File: src/rtl/core/ple_pkg.sv
// Package for the positional list engine: command codes, status codes, state encoding.
// No dependencies.
`timescale 1ns / 1ps
package ple_pkg;

  typedef enum logic [2:0] {
    OP_INS_FRONT = 3'd0,
    OP_INS_BACK  = 3'd1,
    OP_INS_AT    = 3'd2,
    OP_DEL_FRONT = 3'd3,
    OP_DEL_BACK  = 3'd4,
    OP_DEL_AT    = 3'd5,
    OP_READ      = 3'd6,
    OP_NONE      = 3'd7
  } op_t;

  typedef enum logic [1:0] {
    ST_OK      = 2'd0,
    ST_BAD_POS = 2'd1,
    ST_EMPTY   = 2'd2,
    ST_FULL    = 2'd3
  } status_t;

  typedef enum logic [9:0] {
    S_IDLE  = 10'b00_0000_0001,
    S_FETCH = 10'b00_0000_0010,
    S_WALK  = 10'b00_0000_0100,
    S_LINK  = 10'b00_0000_1000,
    S_A_RD  = 10'b00_0001_0000,
    S_A_WR  = 10'b00_0010_0000,
    S_B_RD  = 10'b00_0100_0000,
    S_B_WR  = 10'b00_1000_0000,
    S_RDATA = 10'b01_0000_0000,
    S_OUT   = 10'b10_0000_0000
  } state_t;

endpackage

File: src/rtl/core/ple_ram.sv
// Generic single-port-write, single-read RAM with registered read data.
// No dependencies.
`timescale 1ns / 1ps
module ple_ram #(
  parameter int WIDTH = 32,
  parameter int DEPTH = 16
) (
  input  logic                     clk,
  input  logic                     we,
  input  logic [$clog2(DEPTH)-1:0] waddr,
  input  logic [WIDTH-1:0]         wdata,
  input  logic [$clog2(DEPTH)-1:0] raddr,
  output logic [WIDTH-1:0]         rdata
);

  logic [WIDTH-1:0] mem [DEPTH];

  // Write and registered read
  always_ff @(posedge clk) begin
    if (we) begin
      mem[waddr] <= wdata;
    end
    rdata <= mem[raddr];
  end

endmodule

File: src/rtl/core/positional_list_engine.sv
// Positional list engine top level: doubly linked list in a node pool.
// Depends on ple_pkg and ple_ram.
`timescale 1ns / 1ps
// Usage:
//   s_axis carries one command word: op, value_in, position.
//   m_axis carries result words: status, value_out, value_valid, is_last,
//   list_count. Each command gives one word, except a read-out of a
//   non-empty list, which gives one word per element with is_last on the
//   final one.
//   The node pool sits in one RAM of {prev, next, value} per node, with
//   a registered read. Every link hop sets the address, then takes the data;
//   each neighbor patch is a read-modify-write.
//   Rejected commands and unused opcodes go straight to the result word;
//   an insert at a position first walks links from the head, and a delete
//   at a position walks from the head to the node; inserts then write the
//   new node, deletes unlink it, and both patch the neighbors. A read-out
//   fetches and sends each element in turn.
//   One command is in work at a time; s_axis_tready is high only while idle.
//   Reset (rst, synchronous) empties the list and frees every node; no
//   clearing pass is needed since unwritten nodes are never read.
//   When m_axis_tready is low the result word is held and the engine waits.
module positional_list_engine
  import ple_pkg::*;
#(
  parameter int DEPTH = 16
) (
  input  logic        clk,
  input  logic        rst,
  input  logic        s_axis_tvalid,
  output logic        s_axis_tready,
  // [2:0] op, [34:3] value_in, [40:35] position, [47:41] zero
  input  logic [47:0] s_axis_tdata,
  output logic        m_axis_tvalid,
  input  logic        m_axis_tready,
  // [1:0] status, [33:2] value_out, [34] value_valid, [CW+34:35] list_count
  output logic [(($clog2(DEPTH + 1) + 35 + 7) / 8) * 8 - 1:0] m_axis_tdata,
  output logic        m_axis_tlast
);

  localparam int AW = $clog2(DEPTH);
  localparam int LW = AW + 1;                 // link width with null
  localparam int CW = $clog2(DEPTH + 1);      // count width
  localparam int PW = (CW + 1 > 6) ? CW + 1 : 6;  // position compare width
  localparam int EW = 32 + 2 * LW;            // RAM entry
  localparam int OW = ((CW + 35 + 7) / 8) * 8;
  localparam logic [LW-1:0] NIL = LW'(DEPTH);

  state_t state;

  // Entry layout: [31:0] value, [LW+31:32] next, [EW-1:LW+32] prev
  logic          we;
  logic [AW-1:0] waddr, raddr;
  logic [EW-1:0] wdata, rdata;

  ple_ram #(.WIDTH(EW), .DEPTH(DEPTH)) u_ram (
    .clk(clk), .we(we), .waddr(waddr), .wdata(wdata), .raddr(raddr), .rdata(rdata)
  );

  logic [DEPTH-1:0] free_map;
  logic [LW-1:0]    head, tail;
  logic [CW-1:0]    count;

  op_t           cmd_op;
  logic [31:0]   cmd_val;
  logic [CW-1:0] steps;      // links still to walk, or words left to read
  logic [LW-1:0] ptr;        // node being read
  logic          is_ins;
  logic [AW-1:0] new_node;
  logic [LW-1:0] na, nb;     // neighbors: before and after
  logic [LW-1:0] a_link;     // new next link for na
  logic [LW-1:0] b_link;     // new prev link for nb

  status_t       o_status;
  logic [31:0]   o_val;
  logic          o_vv, o_last;

  // Decode the incoming word
  op_t        in_op;
  logic [5:0] in_pos;
  logic [PW-1:0] pos_ext, cnt_ext, ins_pos;
  logic ins_bad, del_bad;
  assign in_op   = op_t'(s_axis_tdata[2:0]);
  assign in_pos  = s_axis_tdata[40:35];
  assign pos_ext = PW'(in_pos[4:0]);
  assign cnt_ext = PW'(count);
  assign ins_bad = (in_op == OP_INS_AT) && (in_pos[5] || pos_ext > cnt_ext);
  assign del_bad = in_pos[5] || pos_ext >= cnt_ext;

  // Insert position for each insert command
  always_comb begin
    unique case (in_op)
      OP_INS_FRONT: ins_pos = '0;
      OP_INS_BACK:  ins_pos = cnt_ext;
      default:      ins_pos = pos_ext;
    endcase
  end

  // Lowest free node
  logic [AW-1:0] free_idx;
  always_comb begin
    free_idx = '0;
    for (int i = DEPTH - 1; i >= 0; i--) begin
      if (free_map[i]) begin
        free_idx = AW'(i);
      end
    end
  end

  logic full;
  assign full = (count == CW'(DEPTH));

  assign s_axis_tready = (state == S_IDLE);
  assign m_axis_tvalid = (state == S_OUT);

  logic [LW-1:0] r_next, r_prev;
  assign r_next = rdata[LW+31:32];
  assign r_prev = rdata[EW-1:LW+32];

  // Read always follows ptr; a read of the entry written the same cycle is never used
  assign raddr = ptr[AW-1:0];

  // Write port: new node, or patched neighbor link
  always_comb begin
    we    = 1'b0;
    waddr = ptr[AW-1:0];
    wdata = rdata;
    unique case (state)
      S_LINK: begin
        we    = 1'b1;
        waddr = new_node;
        wdata = {na, nb, cmd_val};
      end
      S_A_WR: begin
        we    = 1'b1;
        wdata = {r_prev, a_link, rdata[31:0]};
      end
      S_B_WR: begin
        we    = 1'b1;
        wdata = {b_link, r_next, rdata[31:0]};
      end
      default: ;
    endcase
  end

  always_ff @(posedge clk) begin
    if (rst) begin
      state    <= S_IDLE;
      free_map <= '1;
      head     <= NIL;
      tail     <= NIL;
      count    <= '0;
      o_status <= ST_OK;
      o_val    <= '0;
      o_vv     <= 1'b0;
      o_last   <= 1'b1;
    end else begin
      unique case (state)
        S_IDLE: begin
          if (s_axis_tvalid) begin
            cmd_op   <= in_op;
            cmd_val  <= s_axis_tdata[34:3];
            new_node <= free_idx;
            o_val    <= '0;
            o_vv     <= 1'b0;
            o_last   <= 1'b1;
            unique case (in_op)
              OP_INS_FRONT, OP_INS_BACK, OP_INS_AT: begin
                is_ins <= 1'b1;
                if (ins_bad) begin
                  o_status <= ST_BAD_POS;
                  state    <= S_OUT;
                end else if (full) begin
                  o_status <= ST_FULL;
                  state    <= S_OUT;
                end else if (ins_pos == '0) begin
                  // New head, no walk
                  o_status <= ST_OK;
                  na <= NIL; nb <= head;
                  state <= S_LINK;
                end else if (ins_pos == cnt_ext) begin
                  o_status <= ST_OK;
                  na <= tail; nb <= NIL;
                  state <= S_LINK;
                end else begin
                  // Walk to node before the position
                  o_status <= ST_OK;
                  ptr   <= head;
                  steps <= CW'(ins_pos) - CW'(1);
                  state <= S_FETCH;
                end
              end
              OP_DEL_FRONT, OP_DEL_BACK, OP_DEL_AT: begin
                is_ins <= 1'b0;
                if (in_op != OP_DEL_AT && count == '0) begin
                  o_status <= ST_EMPTY;
                  state    <= S_OUT;
                end else if (in_op == OP_DEL_AT && del_bad) begin
                  o_status <= ST_BAD_POS;
                  state    <= S_OUT;
                end else begin
                  o_status <= ST_OK;
                  ptr   <= (in_op == OP_DEL_BACK) ? tail : head;
                  steps <= (in_op == OP_DEL_AT) ? CW'(in_pos[4:0]) : '0;
                  state <= S_FETCH;
                end
              end
              OP_READ: begin
                o_status <= ST_OK;
                if (count != '0) begin
                  ptr   <= head;
                  steps <= count;
                  state <= S_FETCH;
                end else begin
                  state <= S_OUT;
                end
              end
              default: begin
                o_status <= ST_OK;
                state    <= S_OUT;
              end
            endcase
          end
        end
        // RAM latches the entry at ptr
        S_FETCH: begin
          state <= (cmd_op == OP_READ) ? S_RDATA : S_WALK;
        end
        // Advance one link, or act on the node reached
        S_WALK: begin
          if (steps != '0) begin
            ptr   <= r_next;
            steps <= steps - CW'(1);
            state <= S_FETCH;
          end else if (is_ins) begin
            na <= ptr; nb <= r_next;
            state <= S_LINK;
          end else begin
            // Unlink ptr and patch its neighbors to each other
            na <= r_prev; nb <= r_next;
            a_link <= r_next; b_link <= r_prev;
            free_map[ptr[AW-1:0]] <= 1'b1;
            count <= count - CW'(1);
            if (r_prev == NIL) head <= r_next;
            if (r_next == NIL) tail <= r_prev;
            if (r_prev != NIL) begin
              ptr <= r_prev; state <= S_A_RD;
            end else if (r_next != NIL) begin
              ptr <= r_next; state <= S_B_RD;
            end else begin
              state <= S_OUT;
            end
          end
        end
        // Write the new node and point its neighbors at it
        S_LINK: begin
          free_map[new_node] <= 1'b0;
          count <= count + CW'(1);
          if (na == NIL) head <= LW'(new_node);
          if (nb == NIL) tail <= LW'(new_node);
          a_link <= LW'(new_node);
          b_link <= LW'(new_node);
          if (na != NIL) begin
            ptr <= na; state <= S_A_RD;
          end else if (nb != NIL) begin
            ptr <= nb; state <= S_B_RD;
          end else begin
            state <= S_OUT;
          end
        end
        // Patch next link of na
        S_A_RD: state <= S_A_WR;
        S_A_WR: begin
          if (nb != NIL) begin
            ptr <= nb; state <= S_B_RD;
          end else begin
            state <= S_OUT;
          end
        end
        // Patch prev link of nb
        S_B_RD: state <= S_B_WR;
        S_B_WR: state <= S_OUT;
        // Read-out: capture one element and advance
        S_RDATA: begin
          o_val  <= rdata[31:0];
          o_vv   <= 1'b1;
          o_last <= (steps == CW'(1));
          steps  <= steps - CW'(1);
          ptr    <= r_next;
          state  <= S_OUT;
        end
        // Hold the word until taken
        S_OUT: begin
          if (m_axis_tready) begin
            state <= (cmd_op == OP_READ && !o_last) ? S_FETCH : S_IDLE;
          end
        end
        default: state <= S_IDLE;
      endcase
    end
  end

  assign m_axis_tdata = OW'({count, o_vv, o_val, o_status});
  assign m_axis_tlast = o_last;

  // Count never exceeds pool size
  assert property (@(posedge clk) disable iff (rst) count <= CW'(DEPTH))
    else $error("list count above pool size");
  // Empty list has no head
  assert property (@(posedge clk) disable iff (rst) (count == '0) |-> (head == NIL))
    else $error("empty list with head");
  // No input taken while a result is pending
  assert property (@(posedge clk) disable iff (rst) m_axis_tvalid |-> !s_axis_tready)
    else $error("accept while result pending");
  // Stalled result word stays put
  assert property (@(posedge clk) disable iff (rst)
                   (m_axis_tvalid && !m_axis_tready) |=>
                   (m_axis_tvalid && $stable(m_axis_tdata) && $stable(m_axis_tlast)))
    else $error("result word changed while stalled");
  // State register stays one-hot
  assert property (@(posedge clk) disable iff (rst) $onehot(state))
    else $error("state not one-hot");

endmodule
File: config.mk
export PLATFORM = sky130hd
export DESIGN_NAME = positional_list_engine
export DESIGN_NICKNAME = d
export VERILOG_FILES = /design/src/rtl/core/ple_pkg.sv /design/src/rtl/core/ple_ram.sv /design/src/rtl/core/positional_list_engine.sv
export SDC_FILE = /design/constraint.sdc
export NUM_CORES = 1
export LEC_CHECK = 0
export ABC_AREA = 1
export BUFFER_PORTS_ARGS = -buffer_cell sky130_fd_sc_hd__buf_4
export CAP_MARGIN = 20
export CORE_MARGIN = 2
export CORE_UTILIZATION = 56
export CTS_CLUSTER_SIZE = 24
export DETAILED_ROUTE_END_ITERATION = 8
export GPL_TIMING_DRIVEN = 1
export PLACE_DENSITY_LB_ADDON = 0.05
export SLEW_MARGIN = 20
export SYNTH_ARGS = -nofsm -noshare
export SYNTH_HDL_FRONTEND = slang
export SYNTH_SLANG_ARGS = --single-unit
File: constraint.sdc
create_clock -name clk -period 3.3 [get_ports clk]
set_clock_uncertainty 0.05 [all_clocks]
set_input_delay 0.495 -clock clk [delete_from_list [all_inputs] [get_ports clk]]
set_output_delay 0.495 -clock clk [all_outputs]
set_load 0.05 [all_outputs]
Yosys cells after proc, flatten, opt, wreduce, memory -nomap -nowiden. Memory sizes are Yosys's and may differ from the RTL's. A register that Yosys moved wholly into a read port is not among the register bits. Cells that the tools add are included.

Add/sub/neg operators: 4. Order comparisons: 6. Equality and inequality tests: 52. Multiplexer cells: 124. Bitwise operators: 4. Reduce and logical (&&, ||, !) cells: 39.

Operators by type and width (number): two-way mux 5 bit (54); two-way mux 10 bit (13); one-hot mux 42 bit (3 select lines) (1); one-hot mux 10 bit (9 select lines) (1); one-hot mux 5 bit (2 select lines) (8); one-hot mux 32 bit (2 select lines) (1); one-hot mux 5 bit (3 select lines) (3); two-way mux 4 bit (11); two-way mux 16 bit (2); two-way mux 32 bit (1); one-hot mux 16 bit (2 select lines) (1); one-hot mux 10 bit (3 select lines) (1); inequality test 3 bit, second input constant (9); equality test 5 bit, second input constant (5); one-hot mux 5 bit (5 select lines) (1); inequality test 2 bit, second input constant (10); inequality test 5 bit, second input constant (4); bitwise AND 16 bit (1); NOT 16 bit (1); bitwise OR 16 bit (1); nonzero test 5 bit (3); subtractor 5 x 1 -> 5 bit, second input constant (3); AND reduction 13 bit (1); equality test 3 bit, second input constant (4); other kinds (49) (89).

Register bits: 147. Bits in writable memories: 672. Input port bits: 52. Logic and storage cells: 252. Memories: 1.

Memory list: u_ram.mem (words 16, width 42, read ports 1, clocked after Yosys merged registers in 1, wr ports 1, line ple_ram.sv:16) `logic [WIDTH-1:0] mem [DEPTH];`.

Logic depth before layout (Yosys ltp).
Depth in word-level cells: 15. Gate-level depth with buffers: 17. Gate-level depth less buffers: 17.

Hierarchy. A second synthesis with hierarchy kept.

Cell total of the unflattened synthesis: 3767. Area total of the unflattened synthesis: 37273.2 µm².

By module, submodules not included: ple_ram (instances 1, cells each 2775, area an instance 29507.0 µm², seq. area each 21020.2 µm²); positional_list_engine (instances 1, cells each 992, area an instance 7766.2 µm², seq. area each 3643.5 µm²).

Worst setup path before layout. OpenSTA, ideal clock, no wires.

Path kind: register to register. Start: register state[7]. End: memory u_ram.mem[0][0] (netlist bit), enable pin. Library setup time: 0.441 ns. Data arrival time: 3.199 ns. Data required time: 2.809 ns. Slack: -0.390 ns. Stages on the path, launching flop included: 12. Buffers on the path: 0. Period minus slack after synthesis: 3.690 ns. Path through: dfxtp_1 > inv_2 > nand2_1 > nor3_1 > nand3_1 > inv_2 > nor2_1 > nand2_1 > inv_1 > nor2_1 > nand2_1 > nor2_1.

Word-level cells in the longest chain between the ends: 5. Elaborated cells between the ends (all ways): 8. Classes of those cells: eq/ne: 3; mux: 4; reduce/logical: 1.

RTL lines: start: declaration (line positional_list_engine.sv:48) `state_t state;`; start signal: assignment (line positional_list_engine.sv:226) `state <= (cmd_op == OP_READ) ? S_RDATA : S_WALK;`; equality test 10 x 6 -> 1 bit, or another cell as far along (line positional_list_engine.sv:127) `unique case (state)`; OR reduction 3 bit (no source line); two-way mux 1 bit (line positional_list_engine.sv:127); two-way mux 1 bit (line ple_ram.sv:20) `if (we) begin`; two-way mux 1 bit (implied by the code) (line ple_ram.sv:21) `mem[waddr] <= wdata;`; end: declaration (line ple_ram.sv:16).

Parallel ways exist; a longest one is shown, timed or not.

Worst setup path in the final report.
Start: register state[8]. End: memory u_ram.mem[3][41] (netlist bit), enable pin.

Same word-level chain as after synthesis.

==> impl_metrics.py <==
metrics = {
    "timing": {
        "hold_viol": 0,
        "rsz0062_at_grt": "yes",
        "hold_ws_ns": 0.0632,
        "finalCritPeriodShare_pct": 93.9,
        "period_minus_slack_ns": 3.10,
        "max_freq_mhz": 323,
        "setup_viol": 0,
        "drv_slew": 0,
        "slew_headroom_pct": 45.3,
        "worstMarginPinSlew_ns": 0.818,
    },
    "synth": {
        "yosysSeqAreaShare_pct": 74.1,
        "syn_nets": 2433,
        "avgSynthCellArea_um2": 14.0,
        "synth_cells": 2370,
        "synth-edff-count": 742,
        "synth-seq-cells": 861,
        "synthArstFlopShare_pct": 0,
        "yosys_warnings": 0,
        "yosysUniqueCellTypes": 62,
        "netlist_area_um2": 33300,
        "ys.flop_type": "edfxtp_1",
    },
    "drt": {
        "wirelength_um": 86300,
        "drt_iter0_markers": 2165,
        "via_count": 21100,
        "wl_per_cell_um": 25.4,
        "vias_per_cell": 6.19,
        "drtPass1Iterations": 5,
        "ant_nets": 0,
        "drcViolationCount": 0,
    },
    "placed_design": {
        "dp_hpwl_um": 49300,
        "io_buffers": 87,
        "gp_congestion": 0.920,
    },
    "setup_path": {
        "required_ns": 3.56,
        "cp-end-kind": "flip-flop",
        "crit_type": "flip-flop to flip-flop",
        "worstPathMaxFanout": 26,
        "setup.worst_path.start_class": "flip-flop",
        "crit_arrival_ns": 3.36,
    },
    "pwr": {
        "swShare_pct": 27.5,
        "peakVddDrop_v": 0.000515,
        "p_total_w": 0.0280,
        "intPower_w": 0.0203,
        "combinationalPowerShare_pct": 16.6,
        "netSwitchingPower_w": 0.00770,
        "power.density_nw_per_um2": 719,
        "leakage_nw": 13.6,
        "p_clk_share_pct": 34.9,
        "seq_power_share_pct": 48.5,
    },
    "min_path": {
        "hold_class": "input port to flip-flop",
    },
    "clocking": {
        "root_buffer": "clkbuf_16",
        "cts_sinks": 861,
        "cts_max_level": 3,
        "clock_latency_ns": 0.63,
        "numCtsBuffers": 86,
        "clock_path_buffers": 3,
        "cts_tree": "built",
        "post_cts_resize_count": 0,
        "cts.clk_slew.worst_paths_ns": 0.06,
        "postCtsSetupRepairBufs": 0,
    },
    "run": {
        "maxCapViolCount": 0,
    },
    "grt": {
        "overflow": 0,
        "grt_pass1_wl_um": 128000,
        "grt_max_degree": 86,
        "antenna_found_initial": 0,
        "grt_usage_pct": 28.3,
        "grt_pass1_vias": 20900,
    },
    "floorplan": {
        "io_pins": 95,
        "core_area_um2": 58900,
        "die_y_um": 248,
        "initial_utilization_pct": 56.5,
        "dieWidth_um": 248,
        "rows": 89,
        "dieArea_um2": 61400,
    },
    "status": {
        "status": "finished, final reports clean",
    },
    "layout": {
        "final_common_cell": "edfxtp_1",
        "fin_nets": 2619,
        "syn_to_final_growth_pct": 17.1,
        "diodes": 0,
        "drive_above_1_share_pct": 15.5,
        "final_cell_mix": "edfxtp_1 (742), a22oi_1 (341), nand2_1 (317), buf_4 (149), dfxtp_1 (119)",
    },
}
[routing by layer]
layer  track usage [%]  routed length, um  up-vias  part of all wire, %
met2              46.6              42300      829                   49
met1              39.8              36400    10600                   42
li1                  -                  -     9513                    -
met5                 0                  0        -                    0
met4              8.35               2040        0                  2.4
met3              3.73               5550      130                  6.4
[flip-flops by register name, indices dropped and copies added (netlist names), 10 cells and up]
signal and count:
state 10, u_ram.mem 672, cmd_val 32, o_val 32, free_map 16, u_ram.rdata 42
[cell type report]
cell class | count | area [um^2]
clock inverter | 48 | 468
inverter | 124 | 470
fill | 4208 | 19900
timing repair buffer | 217 | 2140
clock buffer | 114 | 2390
multi-input combinational | 1266 | 7880
sequential | 861 | 24700
tap | 773 | 967
[synthesized netlist by cell type, types with 15 or more instances]
library cell,count,area (um^2)
o21ai_1,21,105
inv_2,18,67.6
clkbuf_1,79,297
dfxtp_1,119,2380
a22oi_1,341,2560
a21oi_1,112,561
buf_2,33,165
o221ai_1,15,131
a21boi_0,72,541
nor3_1,19,95.1
o21ai_0,53,265
nor2_1,90,338
a2111o_1,42,473
inv_1,105,394
nand2_1,318,1190
nand3_1,50,250
edfxtp_1,742,22300
[timing repair]
action,4_1_cts,5_1_grt
hold buffers,32,0
endpoints found under the setup margin,0,10
hold endpoints to repair,32,0
[per-stage QoR]
| stage | cells | util (%) | setup slack (ns) | TNS, ns | instance area (um^2) |
|---|---|---|---|---|---|
| 3_5_place_dp | 3209 | 60.7 | 0.248 | 0 | 35800 |
| 2_1_floorplan | 2370 | - | -0.390 | -225.77 | 33300 |
| 4_1_cts | 3403 | 66.1 | 0.213 | 0 | 39000 |
| 5_1_grt | 3403 | 66.2 | -0.0158 | -0.0695 | 39000 |
| 6_report | 3403 | 66.2 | 0.201 | 0 | 39000 |
| 3_3_place_gp | 3208 | 60.7 | 0.365 | 0 | 35800 |
[worst max-delay path, cell delays in order (launching register included)]
cell      delay (ns)
dfxtp_1         0.38
nor2_2          0.30
nand4_1         0.22
nor2_4          0.28
nor2_1          0.13
nand2_1         0.20
nand2_1         0.12
clkinv_1        0.07
nand2_1         0.14
buf_4           0.20
nor2_4          0.36
buf_12          0.30
[power by group through the flow]
| stage | clock [W] | sequential, W | combinational, W |
|---|---|---|---|
| after floorplan | 0 | 0.0137 | 0.00274 |
| after global placement | 0 | 0.0138 | 0.00447 |
| after detailed placement | 0 | 0.0138 | 0.00458 |
| after CTS | 0.00990 | 0.0136 | 0.00463 |
| after global routing | 0.0103 | 0.0136 | 0.00506 |
| final | 0.00977 | 0.0136 | 0.00465 |
[final timing paths]
check | from | end | slack (ns) | cells after the start
max | state[8]$_SDFFE_PP0P_ | u_ram.mem[3][41]$_DFFE_PP_ | 0.20 | 11
min | s_axis_tdata[2] | cmd_op[2]$_DFFE_PP_ | 0.06 | 1
max reg2reg | state[8]$_SDFFE_PP0P_ | u_ram.mem[3][41]$_DFFE_PP_ | 0.20 | 11
min reg2reg | o_val[22]$_SDFFE_PP0P_ | o_val[22]$_SDFFE_PP0P_ | 0.41 | 2
[cells by family (layout without fill, tap and decap cells)]
logic type                 Yosys count  count (layout)  share of synthesized area [%]
adders and majority gates           11              11                          0.436
and+or+nand+nor                    536             536                           7.14
DFF                                861             861                           74.1
AOI/OAI and AO/OA                  711             711                           15.2
muxes                                2               2                         0.0676
xor gates and xnor gates             6               6                          0.158
buffers and inverters              243             503                           2.89
(Power assumes the default switching activity.)
